## src/rtl/core/thss_pkg.sv

```systemverilog
// ----------------------------------------------------------------------------
// thss_pkg
// Shared types and constants of the terrain height sculpt and sample block.
// ----------------------------------------------------------------------------
package thss_pkg;

	// count of vertices along one axis as held in the registers
	localparam int CNT_W   = 9;
	// flat vertex index built from two counts
	localparam int IDX_W   = 2 * CNT_W;
	// clamped query coordinate: spacing times a count
	localparam int LIM_W   = 40;
	// signed vertex coordinate inside an edit sweep
	localparam int COORD_W = 48;
	// shared divider: dividend, divisor and quotient widths
	localparam int DVD_W   = 64;
	localparam int DIVR_W  = 40;
	localparam int QUO_W   = 32;

	// item kinds
	localparam logic [2:0] KIND_QUERY = 3'd0;
	localparam logic [2:0] KIND_RAISE = 3'd1;
	localparam logic [2:0] KIND_LOWER = 3'd2;
	localparam logic [2:0] KIND_WRITE = 3'd3;
	localparam logic [2:0] KIND_CLEAR = 3'd4;

	// configuration register indexes
	localparam logic [2:0] CFG_SPACING  = 3'd0;
	localparam logic [2:0] CFG_RADIUS   = 3'd1;
	localparam logic [2:0] CFG_STRENGTH = 3'd2;
	localparam logic [2:0] CFG_COLS     = 3'd3;
	localparam logic [2:0] CFG_ROWS     = 3'd4;

	typedef struct packed {
		logic [2:0]         kind;
		logic signed [31:0] pos_x;
		logic signed [31:0] pos_z;
		logic [15:0]        vertex_index;
		logic signed [31:0] height_value;
	} thss_item_t;

	typedef struct packed {
		logic signed [31:0] result_height;
		logic [16:0]        vertices_changed;
		logic [7:0]         cell_col;
		logic [7:0]         cell_row;
		logic               upper_triangle;
	} thss_result_t;

endpackage

```

## src/rtl/core/thss_div.sv

```systemverilog
// ----------------------------------------------------------------------------
// thss_div
// Restoring divider, one quotient bit per cycle. The upper half of the
// dividend must be below the divisor so that the quotient fits its width.
// ----------------------------------------------------------------------------
module thss_div (
	input  logic                       clk,
	input  logic                       arst_n,
	input  logic                       start,
	input  logic [thss_pkg::DVD_W-1:0]  dividend,
	input  logic [thss_pkg::DIVR_W-1:0] divisor,
	output logic                       done,
	output logic [thss_pkg::QUO_W-1:0]  quotient
);
	import thss_pkg::*;

	localparam int CNT_BITS = $clog2(QUO_W);

	logic [DIVR_W-1:0]   rem_q;
	logic [DIVR_W-1:0]   dvs_q;
	logic [QUO_W-1:0]    low_q;
	logic [CNT_BITS-1:0] cnt_q;
	logic                busy_q;
	logic                done_q;
	logic [DIVR_W:0]     trial;
	logic [DIVR_W:0]     diff;
	logic                ge;

	// one trial subtraction
	assign trial = {rem_q, low_q[QUO_W-1]};
	assign ge    = trial >= {1'b0, dvs_q};
	assign diff  = trial - {1'b0, dvs_q};

	always_ff @(posedge clk or negedge arst_n) begin
		if (!arst_n) begin
			busy_q <= 1'b0;
			done_q <= 1'b0;
			cnt_q  <= '0;
		end else if (start) begin
			rem_q  <= DIVR_W'(dividend[DVD_W-1:QUO_W]);
			low_q  <= dividend[QUO_W-1:0];
			dvs_q  <= divisor;
			cnt_q  <= '0;
			busy_q <= 1'b1;
			done_q <= 1'b0;
		end else if (busy_q) begin
			rem_q <= ge ? diff[DIVR_W-1:0] : trial[DIVR_W-1:0];
			low_q <= {low_q[QUO_W-2:0], ge};
			cnt_q <= cnt_q + 1'b1;
			if (cnt_q == CNT_BITS'(QUO_W - 1)) begin
				busy_q <= 1'b0;
				done_q <= 1'b1;
			end
		end
	end

	assign done     = done_q;
	assign quotient = low_q;

endmodule

```

## config.mk

```make
export PLATFORM = sky130hd
export DESIGN_NAME = thss_div
export DESIGN_NICKNAME = d
export VERILOG_FILES = /design/src/rtl/core/thss_pkg.sv /design/src/rtl/core/thss_div.sv
export SDC_FILE = /design/constraint.sdc
export NUM_CORES = 1
export LEC_CHECK = 0
export BUFFER_PORTS_ARGS = -buffer_cell sky130_fd_sc_hd__buf_2
export CORE_MARGIN = 10
export CORE_UTILIZATION = 51
export DETAILED_ROUTE_END_ITERATION = 10
export PLACE_DENSITY = 0.86
export SLEW_MARGIN = 0
export SYNTH_ARGS = -nofsm -noshare
export SYNTH_HDL_FRONTEND = slang
export SYNTH_SLANG_ARGS = --single-unit
```

## constraint.sdc

```tcl
create_clock -name clk -period 3.85 [get_ports clk]
set_input_delay 0.385 -clock clk [delete_from_list [all_inputs] [get_ports clk]]
set_output_delay 0.385 -clock clk [all_outputs]
set_load 0.01 [all_outputs]
```

==> results.md <==
- Status: complete, no violations
- Initial core utilization: 52.7%
- Max Fclk: 299 MHz
- Post-layout nets: 976
- CTS clk-pin slew, worst paths: 0.06 ns
- Yosys top cell area share: 45.4%
- Hold depth: 1
- Drt first pass iters: 5
- Worst reg2reg path startpoint: rem_q[9]$_DFFE_PP_
- Critical path type: reg2reg
- Drc violations: 0
- Slowest CP cell: ha_1
- Worst vdd ir: 0.000431 V
- Die Ht: 141 um
- Initial drt markers: 421
- Max Cap Viol: 0
- Largest net degree at the start of global routing: 55
- H-tree levels: 4
- Clk_lat worst skew: 0.43 ns
- Setup TNS: 0 ns
- Vias per cell: 5.84
- Crit end category: register
- Via count: 5973
- Layout cells sized above 1: 25.9%
- Min cycle time layout: 3.34 ns
- Routed Antenna Nets: 0
- Worst R2R Setup Slack: 0.51 ns
- Max clock buf depth: 2
- Drt wl/cell: 19.3 um
- Final Hold Fails: 0
- Cell Pwr Density: 541 nW/um^2
- Clock Skews: 0.00897 ns
- Setup-failing EPs final: 0
- Post-synth top cells: 112 x edfxtp_1, 57 x nand2_1, 51 x inv_1, 48 x a21oi_1, 47 x o21ai_0
- Data arrival time of the critical path: 3.49 ns
- CTS tree: done
- Antenna violations before repair: 3
- Inserted Clock Buffers: 17
- Netlist cell types: 60
- Synth warnings: 0
- Worst Hold End: dvs_q[7]$_DFFE_PP_
- R2r worst-path depth: 11
- Number of flops mapped to enable cells by yosys: 112
- Hold_sp: divisor[7]
- Leak: 3.87 nW
- Ranking of synthesized cells by area: edfxtp_1 45%, ha_1 7.1%, mux2_2 4.7%
- Placer congestion estimate: 0.956
- Dominant cell type by area after synthesis: edfxtp_1
- CTS sink count: 119
- Fillcell total: 1126
- Total Die Area: 19700 sq um
- Crit Reg-Reg Endpoint: rem_q[6]$_DFFE_PP_
- RSZ-0062 raised after global routing: no
- Setup Buffers After CTS: 0
- Total Routed Length: 19.7 mm
- Slew margin rel.: 34.8%
- Sequential element share of the synthesized area: 47.8%
- Overall Global Routing Usage: 19.7%
- Fin crit share: 86.8%
- Syn Area/Cell: 10.7 sq um
- Grt ovf: 0
- Crit-path max FO: 15
- Count leader, synth: edfxtp_1
- Slew @ Worst Pin: 0.979 ns
- Mapped Area: 7410 sq um
- Vias in the first global route: 6271
- FFs w/ async S/R, synth: 5.88%
- IO buf count: 139
- Synth Net Count: 841
- Core area: 14000 sq um
- Rows: 43
- Number of I/O pins: 140
- Root Buffer Master: clkbuf_16
- Tot Pwr: 4.83 mW
- CP Data Required Time: 4.00 ns
- Die X: 141 um
- #FFs+latches synth: 119
- Startpoint Class: register
- Worst hold path type: in2reg
- First-pass GRT wire length: 31.7 mm
- Max incr delay on CP: 0.42 ns
- Ys flop type: edfxtp_1
- Gate Count Post-Synth: 691
- Slew Limit Fails: 0
- Critical path, cell by cell: ha_1 > a21oi_2 > a21boi_0 > a22o_1 > a31oi_4 > o2111ai_2 > a21oi_4 > nor2_4 > buf_4 > mux2i_1 > o21ai_0
- Syn-to-layout area delta: 20.5%
- HPWL Detailed: 14.4 mm
[how the worst max path moves through the flow]
stage / startpoint / end
final: rem_q[9]$_DFFE_PP_ / rem_q[6]$_DFFE_PP_
after global routing: dvs_q[1]$_DFFE_PP_ / rem_q[9]$_DFFE_PP_
after CTS: rem_q[9]$_DFFE_PP_ / rem_q[6]$_DFFE_PP_
after detailed placement: dvs_q[1]$_DFFE_PP_ / rem_q[18]$_DFFE_PP_
after global placement: dvs_q[1]$_DFFE_PP_ / rem_q[18]$_DFFE_PP_
after floorplan: busy_q$_DFF_PN0_ / quotient[0]$_DFFE_PP_
[metal layers]
layer  share of wire, %  vias to the layer above  global-route usage, %  wire length, um
li1                   -                     2853                      -                -
met1                 41                     2798                   23.2             7980
met2                 46                      280                   30.9             9030
met3                 11                       42                   8.42             2170
met4                2.5                        0                   7.72              499
met5                  0                        -                      0                0
[cell usage in the layout (no fill, tap or decap), types with 10 or more instances in the layout]
master     Yosys  final
buf_2          0    139
edfxtp_1     112    112
nand2_1       57     57
inv_1         51     51
a21oi_1       48     48
o21ai_0       47     47
ha_1          42     42
nor2_1        32     32
mux2_2        31     31
mux2i_1       29     29
xnor2_1       24     24
clkbuf_16      0     17
xor2_1        16     16
a21o_1        14     14
nand3_1       13     13
o21ai_1       11     11
o21a_1        10     10
[critical path: cells and delay by family, from the launching register on]
kind	cells	cell delay [ns]
compound gates	7	1.32
fa+ha+maj	1	0.42
buf+inv	1	0.35
flops	1	0.40
mux	1	0.24
simple gates	1	0.31
[flip-flops by register name (all words and copies together), names as in the netlist]
| signal | cells |
|---|---|
| rem_q | 40 |
| quotient | 32 |
| busy_q | 1 |
| dvs_q | 40 |
| done | 1 |
| cnt_q | 5 |
[power breakdown]
part	leakage, nW	internal, mW	total (mW)	switching, mW
clock	0.313	1.15	1.76	0.609
sequential	1.18	1.59	1.66	0.0755
combinational	2.38	0.597	1.41	0.809
total	3.87	3.33	4.83	1.49
[stage by stage]
step | setup slack (ns) | hold WS [ns] | utilization [%] | std cells | area, sq um
3_5_place_dp | 0.556 | 0.331 | 58.8 | 986 | 8260
6_report | 0.509 | 0.130 | 63.5 | 1022 | 8920
5_1_grt | 0.292 | 0.126 | 63.5 | 1020 | 8920
4_1_cts | 0.505 | 0.122 | 63.5 | 1019 | 8920
3_3_place_gp | 0.688 | 0.329 | 58.8 | 986 | 8260
2_1_floorplan | 0.888 | 0.0894 | - | 691 | 7410
[layout make-up]
class	instances	area, sq um	area share [%]
antenna	3	7.51	0.0841
clock buffer	17	425	4.77
clock inverter	15	223	2.50
multi-input combinational	491	3550	39.8
inverter	51	191	2.15
sequential	119	3540	39.7
timing repair buffer	146	763	8.55
tap	180	225	2.52
[logic make-up (layout without fill, tap and decap cells)]
family	after synthesis	in the layout	share of synthesized area (%)
fa+ha+maj	43	43	7.37
flops	119	119	47.8
simple gates	149	149	9.38
buf+inv	81	229	4.41
xor+xnor	40	40	4.73
compound gates	198	198	17.6
mux	61	61	8.79
other cells	0	3	0
[what timing repair did]
item                                    CTS  global route
hold buffers                              1             0
resized for setup                         0             0
endpoints found under the setup margin    0             0
hold endpoints to repair                  7             0
Power figures use the tool's default switching activity.
