`src/rtl/core/thss_sqrt.sv`:
```
// ----------------------------------------------------------------------------
// thss_sqrt
// Integer square root, floor, one root bit per cycle.
// ----------------------------------------------------------------------------
module thss_sqrt (
	input  logic        clk,
	input  logic        arst_n,
	input  logic        start,
	input  logic [63:0] radicand,
	output logic        done,
	output logic [31:0] root
);

	logic [63:0] v_q;
	logic [33:0] rem_q;
	logic [31:0] root_q;
	logic [4:0]  cnt_q;
	logic        busy_q;
	logic        done_q;
	logic [35:0] r4;
	logic [35:0] trial;
	logic [35:0] diff;
	logic        ge;

	// bring down two radicand bits and try root*4+1
	assign r4    = {rem_q, v_q[63:62]};
	assign trial = {2'b00, root_q, 2'b01};
	assign ge    = r4 >= trial;
	assign diff  = r4 - trial;

	always_ff @(posedge clk or negedge arst_n) begin
		if (!arst_n) begin
			busy_q <= 1'b0;
			done_q <= 1'b0;
			cnt_q  <= '0;
		end else if (start) begin
			v_q    <= radicand;
			rem_q  <= '0;
			root_q <= '0;
			cnt_q  <= '0;
			busy_q <= 1'b1;
			done_q <= 1'b0;
		end else if (busy_q) begin
			v_q    <= {v_q[61:0], 2'b00};
			rem_q  <= ge ? diff[33:0] : r4[33:0];
			root_q <= {root_q[30:0], ge};
			cnt_q  <= cnt_q + 1'b1;
			if (cnt_q == 5'd31) begin
				busy_q <= 1'b0;
				done_q <= 1'b1;
			end
		end
	end

	assign done = done_q;
	assign root = root_q;

endmodule

```
`config.mk`:
```
export PLATFORM = sky130hd
export DESIGN_NAME = thss_sqrt
export DESIGN_NICKNAME = d
export VERILOG_FILES = /design/src/rtl/core/thss_sqrt.sv
export SDC_FILE = /design/constraint.sdc
export NUM_CORES = 1
export LEC_CHECK = 0
export BUFFER_PORTS_ARGS = -buffer_cell sky130_fd_sc_hd__buf_2
export CAP_MARGIN = 30
export CORE_AREA = 3 3 139 141
export CTS_CLUSTER_SIZE = 8
export DETAILED_ROUTE_END_ITERATION = 6
export DIE_AREA = 0 0 142 144
export PLACE_DENSITY_LB_ADDON = 0.15
export SLEW_MARGIN = 25
export SYNTH_ARGS = -nofsm -noshare
export SYNTH_HDL_FRONTEND = slang
export SYNTH_SLANG_ARGS = --single-unit
```
`constraint.sdc`:
```
create_clock -name clk -period 4.4 [get_ports clk]
set_clock_uncertainty 0.1 [all_clocks]
set_input_delay 0 -clock clk [delete_from_list [all_inputs] [get_ports clk]]
set_output_delay 0 -clock clk [all_outputs]
set_load 0.05 [all_outputs]
```
==> results of run 1 <==
[sequential cells by signal (all words and copies together), names as in the netlist]
name / cells
v_q: 64
done: 1
rem_q: 34
root: 32
busy_q: 1
cnt_q: 5
[worst max path at each step]
stage	start	to	slack, ps
floorplan	busy_q	v_q[0]	520
global placement	root[24]	rem_q[16]	1120
detailed placement	root[24]	rem_q[16]	1080
CTS	root[24]	rem_q[27]	1060
global route	root[24]	rem_q[27]	770
finish	root[24]	rem_q[27]	1030
[worst max-delay path, cell delays in order, from the launching register on]
cell	delay, ps
edfxtp_1	390
inv_1	60
ha_1	460
nand4_1	280
nor4_2	510
nand2_1	90
o2111ai_1	130
a21oi_2	80
o21ai_2	150
buf_4	320
nand2_1	320
o21ai_0	290
[what timing repair did]
item                                    in CTS  in global routing
endpoints found under the hold margin       71                  0
setup buffers                                0                  0
hold buffers                                65                  0
endpoints found under the setup margin       0                  0
[area by class of cell]
| class | count | area [µm²] |
|---|---|---|
| clock buffers | 17 | 425 |
| clock inverters | 15 | 154 |
| fillers | 1487 | 7880 |
| inverters | 40 | 150 |
| multi-input cells | 529 | 3910 |
| flip-flops and latches | 137 | 4080 |
| well taps | 229 | 287 |
| repair buffers | 171 | 1200 |
[cells in the mapped netlist (3+ instances only)]
master	instances
nor3_1	9
a32oi_1	10
a211oi_1	4
o22ai_1	3
a21oi_1	32
clkbuf_1	25
nor2b_1	7
buf_2	5
nor3b_1	4
dfrtp_1	7
nand3_1	23
a311oi_2	7
o21bai_1	3
and2_1	6
inv_1	40
xor2_1	12
o21ai_0	20
and3_1	7
mux2i_1	35
a31oi_1	11
nor2_1	75
buf_1	5
ha_1	36
nor4_1	3
nand2_1	58
a311oi_1	8
mux2_2	63
o21a_1	5
o31ai_1	3
edfxtp_1	130
xnor2_1	16
a21o_1	13
nand4_1	12
o211ai_1	4
nand2b_1	3
buf_4	4
or4_1	3
[cell families (layout without fill, tap and decap cells)]
family	count (synthesis)	in the layout	synth area share [%]
AOI/OAI and AO/OA	148	148	13.4
xor gates and xnor gates	28	28	2.94
adders and majority gates	36	36	5.41
buffers and inverters	83	243	4.20
DFF	137	137	48.9
muxes	99	99	12.9
and+or+nand+nor	218	218	12.2
[power breakdown]
| part | internal (µW) | leakage, µW | total [µW] | switching [µW] |
|---|---|---|---|---|
| registers | 1620 | 0.00139 | 1720 | 101 |
| logic | 612 | 0.00261 | 1450 | 842 |
| clock network | 803 | 0.000287 | 1430 | 625 |
| total | 3040 | 0.00429 | 4600 | 1570 |
[metal layers]
metal	track usage [%]	vias up
met5	0	-
met4	6.46	0
met3	4.37	26
met2	31.6	159
met1	25.1	3038
li1	-	3108
[metrics by stage]
stage	total power, µW	hold slack [ps]	setup WS, ps
2_1_floorplan	2830	-396	520
3_3_place_gp	3110	10.4	1120
3_5_place_dp	3140	22.2	1080
4_1_cts	4630	40.5	1060
5_1_grt	4850	91.4	765
6_report	4600	49.5	1030
==> run summary, run 1 <==
Status: finished clean
Ant diodes: 0
Core Box Area: 18100 µm²
Peak supply drop: 282 µV
Clock buffer depth: 2
Total track usage: 19.2%
Flop2flop setup slack: 1030 ps
Cells after DPL: 1041
Req. time, crit path: 4550 ps
Met1 WL: 8920 µm
Setup crit start kind: register
Vias in the first global route: 6433
Die area: 20400 µm²
Fin util: 56.5%
Worst slew pin tran: 906 ps
Share of post-route cells with drive strength above 1: 24.6%
Max-slew headroom at the worst pin: 39.6%
Commonest non-fill, non-tap cell in the layout: edfxtp_1
Worst hold endpoint: root[31]
Clk sinks: 137
Async S/R FF share, synth: 5.11%
Drt first pass iters: 5
LEAKAGE: 0.00429 µW
Hold Fails Final Rpt: 0
Power per Cell Area: 451 nW/µm²
Layout area overhead: 22.5%
Hpwl dp: 12400 µm
CTS tree: done
Period utilisation layout: 76.6%
CP max FO: 27
Largest net degree at the start of global routing: 78
# rows: 49
I/O pins: 100
Initial antenna violation count: 0
Origin of the critical flop-to-flop path: root[24]
GPL Wtd Cong: 0.903
Met2 wire len: 9440 µm
Critical path endpoint category: register
First-pass GRT wire length: 31700 µm
Ys flop type: edfxtp_1
Achievable frequency: 297 MHz
Drt first-iter violations: 379
Most frequent cells in the layout: 130 x edfxtp_1, 98 x buf_2, 75 x nor2_1
Type of the worst setup path: reg -> reg
WL met3: 798 µm
Post-synthesis sequential area ratio: 48.9%
Share of the synthesized area in the top cell type: 46.8%
Worst R2R Path Depth: 11
Max Slew Vio Count: 0
Max-cap violations: 0
Synth warn: 0
Die width: 142 µm
Drc violations: 0
Vias: 6331
Hold WC Path Type: in -> reg
Design area: 10200 µm²
Die H: 144 µm
Reg clk slew, reported paths: 70 ps
Synthesized net count: 852
Mapped Area: 8330 µm²
Cells after Synth: 749
Gr ovfl total: 0
#FFs+latches synth: 137
Post-layout net count: 999
RR Endpoint: rem_q[27]
Top cell type by total area after synthesis: edfxtp_1
Hold path depth: 2
CTS root buf: clkbuf_16
# port buffers: 99
Area contributors post-synth: edfxtp_1 47%, mux2_2 8.5%, ha_1 5.4%
Non-filler cells, final: 1138
Routed Antenna Nets: 0
Post-CTS sizing: 0
Critical Path AT: 3520 ps
Number of CTS-inserted buffers: 17
Htree depth: 4
Synthesized area per cell: 11.1 µm²
Vias per std cell: 5.56
Clk_lat worst skew: 420 ps
Sum Neg Setup Slack: 0 ps
Setup Viol. Count Final: 0
Number of synthesized flops with an enable pin: 130
Minimum clock period: 3370 ps
Placed Area: 8980 µm²
Max layer used: met4
Start point of the worst hold path: start
Starting density of the core: 46.1%
Avg WL per Cell: 17.1 µm
Synth cell types: 68
RSZ-0062 raised after global routing: false
Routed WL: 19500 µm
Note: power is estimated with default switching activity, not from simulation.
==> run 2, diff against run 1 <==
Clock period 4.4 ns to 3.1 ns, I/O delays scaled along.
==> run summary, run 2 (same netlist as run 1, synthesis figures left out) <==
Vias in the first global route: 6485 (was 6433)
Non-filler cells, final: 1190 (was 1138)
# rows: 49 (unchanged)
Hold Fails Final Rpt: 0 (unchanged)
Critical Path AT: 3120 ps (was 3520 ps)
Minimum clock period: 3040 ps (was 3370 ps)
Die width: 142 µm (unchanged)
Number of CTS-inserted buffers: 17 (unchanged)
Worst slew pin tran: 720 ps (was 906 ps)
Avg WL per Cell: 17.2 µm (was 17.1 µm)
Most frequent cells in the layout: 130 x edfxtp_1, 98 x buf_2, 75 x nor2_1 (unchanged)
Type of the worst setup path: reg -> reg (unchanged)
Clk_lat worst skew: 430 ps (was 420 ps)
CP max FO: 5 (was 27)
Period utilisation layout: 98.0% (was 76.6%)
First-pass GRT wire length: 32400 µm (was 31700 µm)
Cells after DPL: 1075 (was 1041)
Htree depth: 4 (unchanged)
Total track usage: 19.8% (was 19.2%)
Hpwl dp: 12900 µm (was 12400 µm)
LEAKAGE: 0.00458 µW (was 0.00429 µW)
Start point of the worst hold path: start (unchanged)
Req. time, crit path: 3180 ps (was 4550 ps)
Achievable frequency: 329 MHz (was 297 MHz)
Vias: 6648 (was 6331)
Routed Antenna Nets: 0 (unchanged)
Clk sinks: 137 (unchanged)
CTS tree: done (unchanged)
Ant diodes: 0 (unchanged)
Clock buffer depth: 2 (unchanged)
Setup crit start kind: register (unchanged)
Post-layout net count: 1051 (was 999)
Peak supply drop: 437 µV (was 282 µV)
Max FFs per register: 64 (unchanged)
Final worst slack: 61.5 ps (was 1030 ps)
Drt first pass iters: 5 (unchanged)
Routed WL: 20500 µm (was 19500 µm)
Flop2flop setup slack: 60 ps (was 1030 ps)
CTS root buf: clkbuf_16 (unchanged)
Setup Viol. Count Final: 0 (unchanged)
Reg clk slew, reported paths: 70 ps (about the same)
Vias per std cell: 5.59 (was 5.56)
Initial antenna violation count: 0 (unchanged)
Max-slew headroom at the worst pin: 52.0% (was 39.6%)
Die H: 144 µm (unchanged)
Largest net degree at the start of global routing: 65 (was 78)
Origin of the critical flop-to-flop path: root[27] (was root[24])
Fill cells: 1452 (was 1487)
Gr ovfl total: 0 (unchanged)
Starting density of the core: 46.1% (unchanged)
Die area: 20400 µm² (unchanged)
Drt first-iter violations: 478 (was 379)
Power per Cell Area: 640 nW/µm² (was 451 nW/µm²)
Hold WC Path Type: in -> reg (unchanged)
Commonest non-fill, non-tap cell in the layout: edfxtp_1 (unchanged)
Max-cap violations: 0 (unchanged)
Layout area overhead: 29.9% (was 22.5%)
Pre-CTS setup slack: -40.2 ps (was 1080 ps)
Status: finished clean (unchanged)
Critical path endpoint category: register (unchanged)
Critical path startpoint: root[27] (was root[24])
GPL Wtd Cong: 0.936 (was 0.903)
Core Box Area: 18100 µm² (unchanged)
Drc violations: 0 (unchanged)
Max Slew Vio Count: 0 (unchanged)
Top reg by flops: v_q (unchanged)
I/O pins: 100 (unchanged)
# port buffers: 99 (unchanged)
Share of post-route cells with drive strength above 1: 30.6% (was 24.6%)
-- run 2: changes by cell type in the layout (fill, tap and decap cells not counted), moves of 3 or more --
cell,delta
buf_12,+4
buf_4,+44
ha_4,+6
ha_1,-8
a21oi_1,-3
-- run 2: per-stage QoR --
stage | power, µW | utilization (%) | setup TNS [ps] | hold slack (ps) | area, µm²
final | 6930 | 59.9 | 0 | 25.0 | 10800
after CTS | 6730 | 58.4 | 0 | 19.3 | 10600
after floorplan | 4050 | - | 0 | -396 | 8390
after global placement | 4550 | 51.5 | 0 | 163 | 9320
after global routing | 7300 | 59.9 | -167 | 61.4 | 10800
after detailed placement | 4610 | 51.5 | -44.3 | 187 | 9320
-- run 2: critical path: stages, from the launching register on --
cell,delay [ps]
edfxtp_1,410
inv_2,90
ha_4,220
a21o_1,180
a21o_1,190
a21o_1,180
a21o_1,200
a2111oi_4,430
buf_4,190
o21ai_4,80
mux2_4,310
a22o_1,200
-- run 2: where the power goes --
group / switching [µW] / internal (µW) / total, µW / leakage [µW]
clock: 901 / 1140 / 2040 / 0.000291
sequential: 146 / 2300 / 2450 / 0.00139
combinational: 1320 / 1120 / 2450 / 0.00290
-- run 2: timing repair --
action                                  CTS  global route
resized for setup                         0            21
pin swaps                                 1            11
endpoints found under the hold margin    79             0
gates cloned                              1             1
buffers inserted                          0            16
endpoints found under the setup margin    2            34
hold buffers                             65             0
-- run 2: cell type report --
cell class	count	area, µm²	area share (%)
clock buffers	17	425	3.93
clock inverters	15	155	1.43
inverters	40	150	1.39
multi-input cells	531	4090	37.8
flip-flops and latches	137	4080	37.7
well taps	229	287	2.65
repair buffers	221	1640	15.1
-- run 2: per-layer routing --
metal	GRT usage [%]	vias to the layer above	wire length [µm]	part of all wire, %
met2	32.3	183	9900	48
met1	26.0	3223	9160	45
met5	0	-	0	0
li1	-	3214	-	-
met3	4.86	28	1140	5.6
met4	6.62	0	297	1.4
-- run 2: path summary, 6_finish.rpt --
check                           depth (start not counted)   endpoint
worst max register to register                         11  rem_q[16]
worst max-delay path                                   11  rem_q[16]
worst min register to register                          2       done
min in group asynchronous                               3   cnt_q[3]
worst min-delay path                                    2   cnt_q[2]
max in group asynchronous                               3     busy_q
==> run 3, diff against run 2 <==
Settings changed: CTS_BUF_LIST from default to sky130_fd_sc_hd__clkbuf_2.
Clock period 3.1 ns to 3.21 ns, I/O delays scaled along.
==> run summary, run 3 (same netlist as run 1, synthesis figures left out) <==
Post-layout net count: 1094 (was 1051)
Commonest non-fill, non-tap cell in the layout: dlygate4sd3_1 (was edfxtp_1)
Setup crit start kind: register (unchanged)
Clk sinks: 137 (unchanged)
Critical Path AT: 3540 ps (was 3120 ps)
Logic pwr share: 37.9% (was 35.3%)
RR Endpoint: rem_q[5] (was rem_q[16])
Period utilisation layout: 96.2% (was 98.0%)
Max Slew Vio Count: 0 (unchanged)
Most frequent cells in the layout: 132 x dlygate4sd3_1, 130 x edfxtp_1, 98 x buf_2 (was 130 x edfxtp_1, 98 x buf_2, 75 x nor2_1)
Vias: 6806 (was 6648)
Share of post-route cells with drive strength above 1: 25.5% (was 30.6%)
Power per Cell Area: 540 nW/µm² (was 640 nW/µm²)
Sw Pwr: 2120 µW (was 2370 µW)
Max-cap violations: 0 (unchanged)
Most used cell, CP: a21o_1 (unchanged)
Largest net degree at the start of global routing: 74 (was 65)
Die H: 144 µm (unchanged)
Req. time, crit path: 3660 ps (was 3180 ps)
Critical path, cell by cell: inv_1 > ha_4 > a21o_1 > a21o_1 > a21o_1 > a21o_1 > a2111oi_4 > buf_4 > o21ai_4 > buf_4 > and3_1 > nor4_2 (was inv_2 > ha_4 > a21o_1 > a21o_1 > a21o_1 > a21o_1 > a2111oi_4 > buf_4 > o21ai_4 > mux2_4 > a22o_1)
Critical path endpoint category: register (unchanged)
Initial antenna violation count: 1 (was 0)
Switching Fraction: 36.1% (was 34.2%)
Worst R2R Path Depth: 12 (was 11)
Die width: 142 µm (unchanged)
Internal: 3750 µW (was 4560 µW)
Core Box Area: 18100 µm² (unchanged)
Sum Neg Setup Slack: 0 ps (unchanged)
Status: finished clean (unchanged)
Achievable frequency: 324 MHz (was 329 MHz)
Design area: 10900 µm² (was 10800 µm²)
Max incr delay on CP: 460 ps (was 430 ps)
Clk_lat worst skew: 720 ps (was 430 ps)
CTS tree: done (unchanged)
Minimum clock period: 3090 ps (was 3040 ps)
Clock power frac: 21.9% (was 29.4%)
Drt first pass iters: 5 (unchanged)
Clock buffer depth: 2 (unchanged)
Max-slew headroom at the worst pin: 41.9% (was 52.0%)
Total track usage: 21.4% (was 19.8%)
# port buffers: 99 (unchanged)
Placed Area: 9130 µm² (was 9320 µm²)
Layout area overhead: 30.5% (was 29.9%)
Reg clk slew, reported paths: 230 ps (was 70 ps)
Number of CTS-inserted buffers: 17 (unchanged)
Avg WL per Cell: 17.6 µm (was 17.2 µm)
I/O pins: 100 (unchanged)
Htree depth: 4 (unchanged)
Die area: 20400 µm² (unchanged)
CTS root buf: clkbuf_2 (was clkbuf_16)
Max FFs per register: 64 (unchanged)
Vias in the first global route: 6890 (was 6485)
Peak supply drop: 282 µV (was 437 µV)
Hpwl dp: 12800 µm (was 12900 µm)
CP max stage cell: edfxtp_1 (was a2111oi_4)
# rows: 49 (unchanged)
LEAKAGE: 0.00459 µW (was 0.00458 µW)
First-pass GRT wire length: 35100 µm (was 32400 µm)
Routed WL: 21700 µm (was 20500 µm)
Origin of the critical flop-to-flop path: root[27] (unchanged)
CP max FO: 12 (was 5)
Worst slew pin tran: 872 ps (was 720 ps)
WHS: 312 ps (was 25.0 ps)
Hold WC Path Type: in -> async (was in -> reg)
Top reg by flops: v_q (unchanged)
Vias per std cell: 5.51 (was 5.59)
RSZ-0062 raised after global routing: false
Gr ovfl total: 0 (unchanged)
Starting density of the core: 46.1% (unchanged)
Routed Antenna Nets: 0 (unchanged)
Sequential share of power: 40.2% (was 35.3%)
Drt first-iter violations: 518 (was 478)
Drc violations: 0 (unchanged)
Hold Fails Final Rpt: 0 (unchanged)
GPL Wtd Cong: 0.884 (was 0.936)
Type of the worst setup path: reg -> reg (unchanged)
Setup Viol. Count Final: 0 (unchanged)
Flop2flop setup slack: 120 ps (was 60 ps)
-- run 3: changes by cell type in the layout (fill, tap and decap cells not counted), moves of 5 or more --
cell | previous run | this run
dlygate4sd3_1 | 65 | 132
buf_4 | 52 | 34
clkbuf_16 | 17 | 0
clkbuf_2 | 0 | 17
ha_1 | 28 | 34
ha_4 | 6 | 1
-- run 3: worst max path at each step --
stage                           end     start  slack, ps  cells past startpoint
after global routing       rem_q[5]  root[27]          3                     12
after floorplan           rem_q[16]  root[27]          3                     10
after global placement    rem_q[29]   root[0]        130                     12
final                      rem_q[5]  root[27]        120                     12
after detailed placement   rem_q[0]   root[9]         70                     10
after CTS                  rem_q[0]   root[9]         30                     10
-- run 3: power by group through the flow --
stage | clock, µW | combinational (µW) | sequential [µW]
after floorplan | 0 | 1460 | 2440
after global placement | 0 | 1980 | 2390
after detailed placement | 0 | 2010 | 2390
after CTS | 1300 | 2140 | 2360
after global routing | 1380 | 2440 | 2380
final | 1280 | 2220 | 2360
-- run 3: layout make-up --
| class | count | area, µm² |
|---|---|---|
| antenna | 2 | 5.00 |
| clock buffer | 17 | 85.1 |
| clock inverter | 15 | 211 |
| fill | 1431 | 7210 |
| inverter | 40 | 150 |
| multi-input combinational | 530 | 3960 |
| sequential | 137 | 4080 |
| tap | 229 | 287 |
| timing repair buffer | 265 | 2090 |
-- run 3: timing repair --
item                                   CTS  global route
hold buffers                           131             1
endpoints found under the hold margin  244             4
gates resized for setup                  0             6
setup endpoints to repair                0            22
buffers inserted                         0             9
-- run 3: through the flow --
stage                     total power, µW  std cells  utilization, %  worst slack, ps
after floorplan                      3900        749               -             3.20
after global placement               4370       1058            50.5              130
after detailed placement             4400       1058            50.5             72.3
after CTS                            5790       1221            59.4             28.5
after global routing                 6210       1234            60.1             2.87
final                                5870       1235            60.1              123
-- run 3: worst max-delay path: cells and delay by family (launching register included) --
family	cells	cell delay, ps
AO/OA/AOI/OAI	6	1220
adder cells (fa/ha/maj)	1	230
buffers and inverters	3	490
flip-flops	1	460
AND/OR/NAND/NOR	2	410
-- run 3: routing by layer --
metal	up-vias	GRT usage, %	part of all wire [%]
li1	3294	-	-
met1	3288	28.2	43
met2	206	35.9	50
met3	18	5.03	5.9
met4	0	5.61	1.0
met5	-	0	0
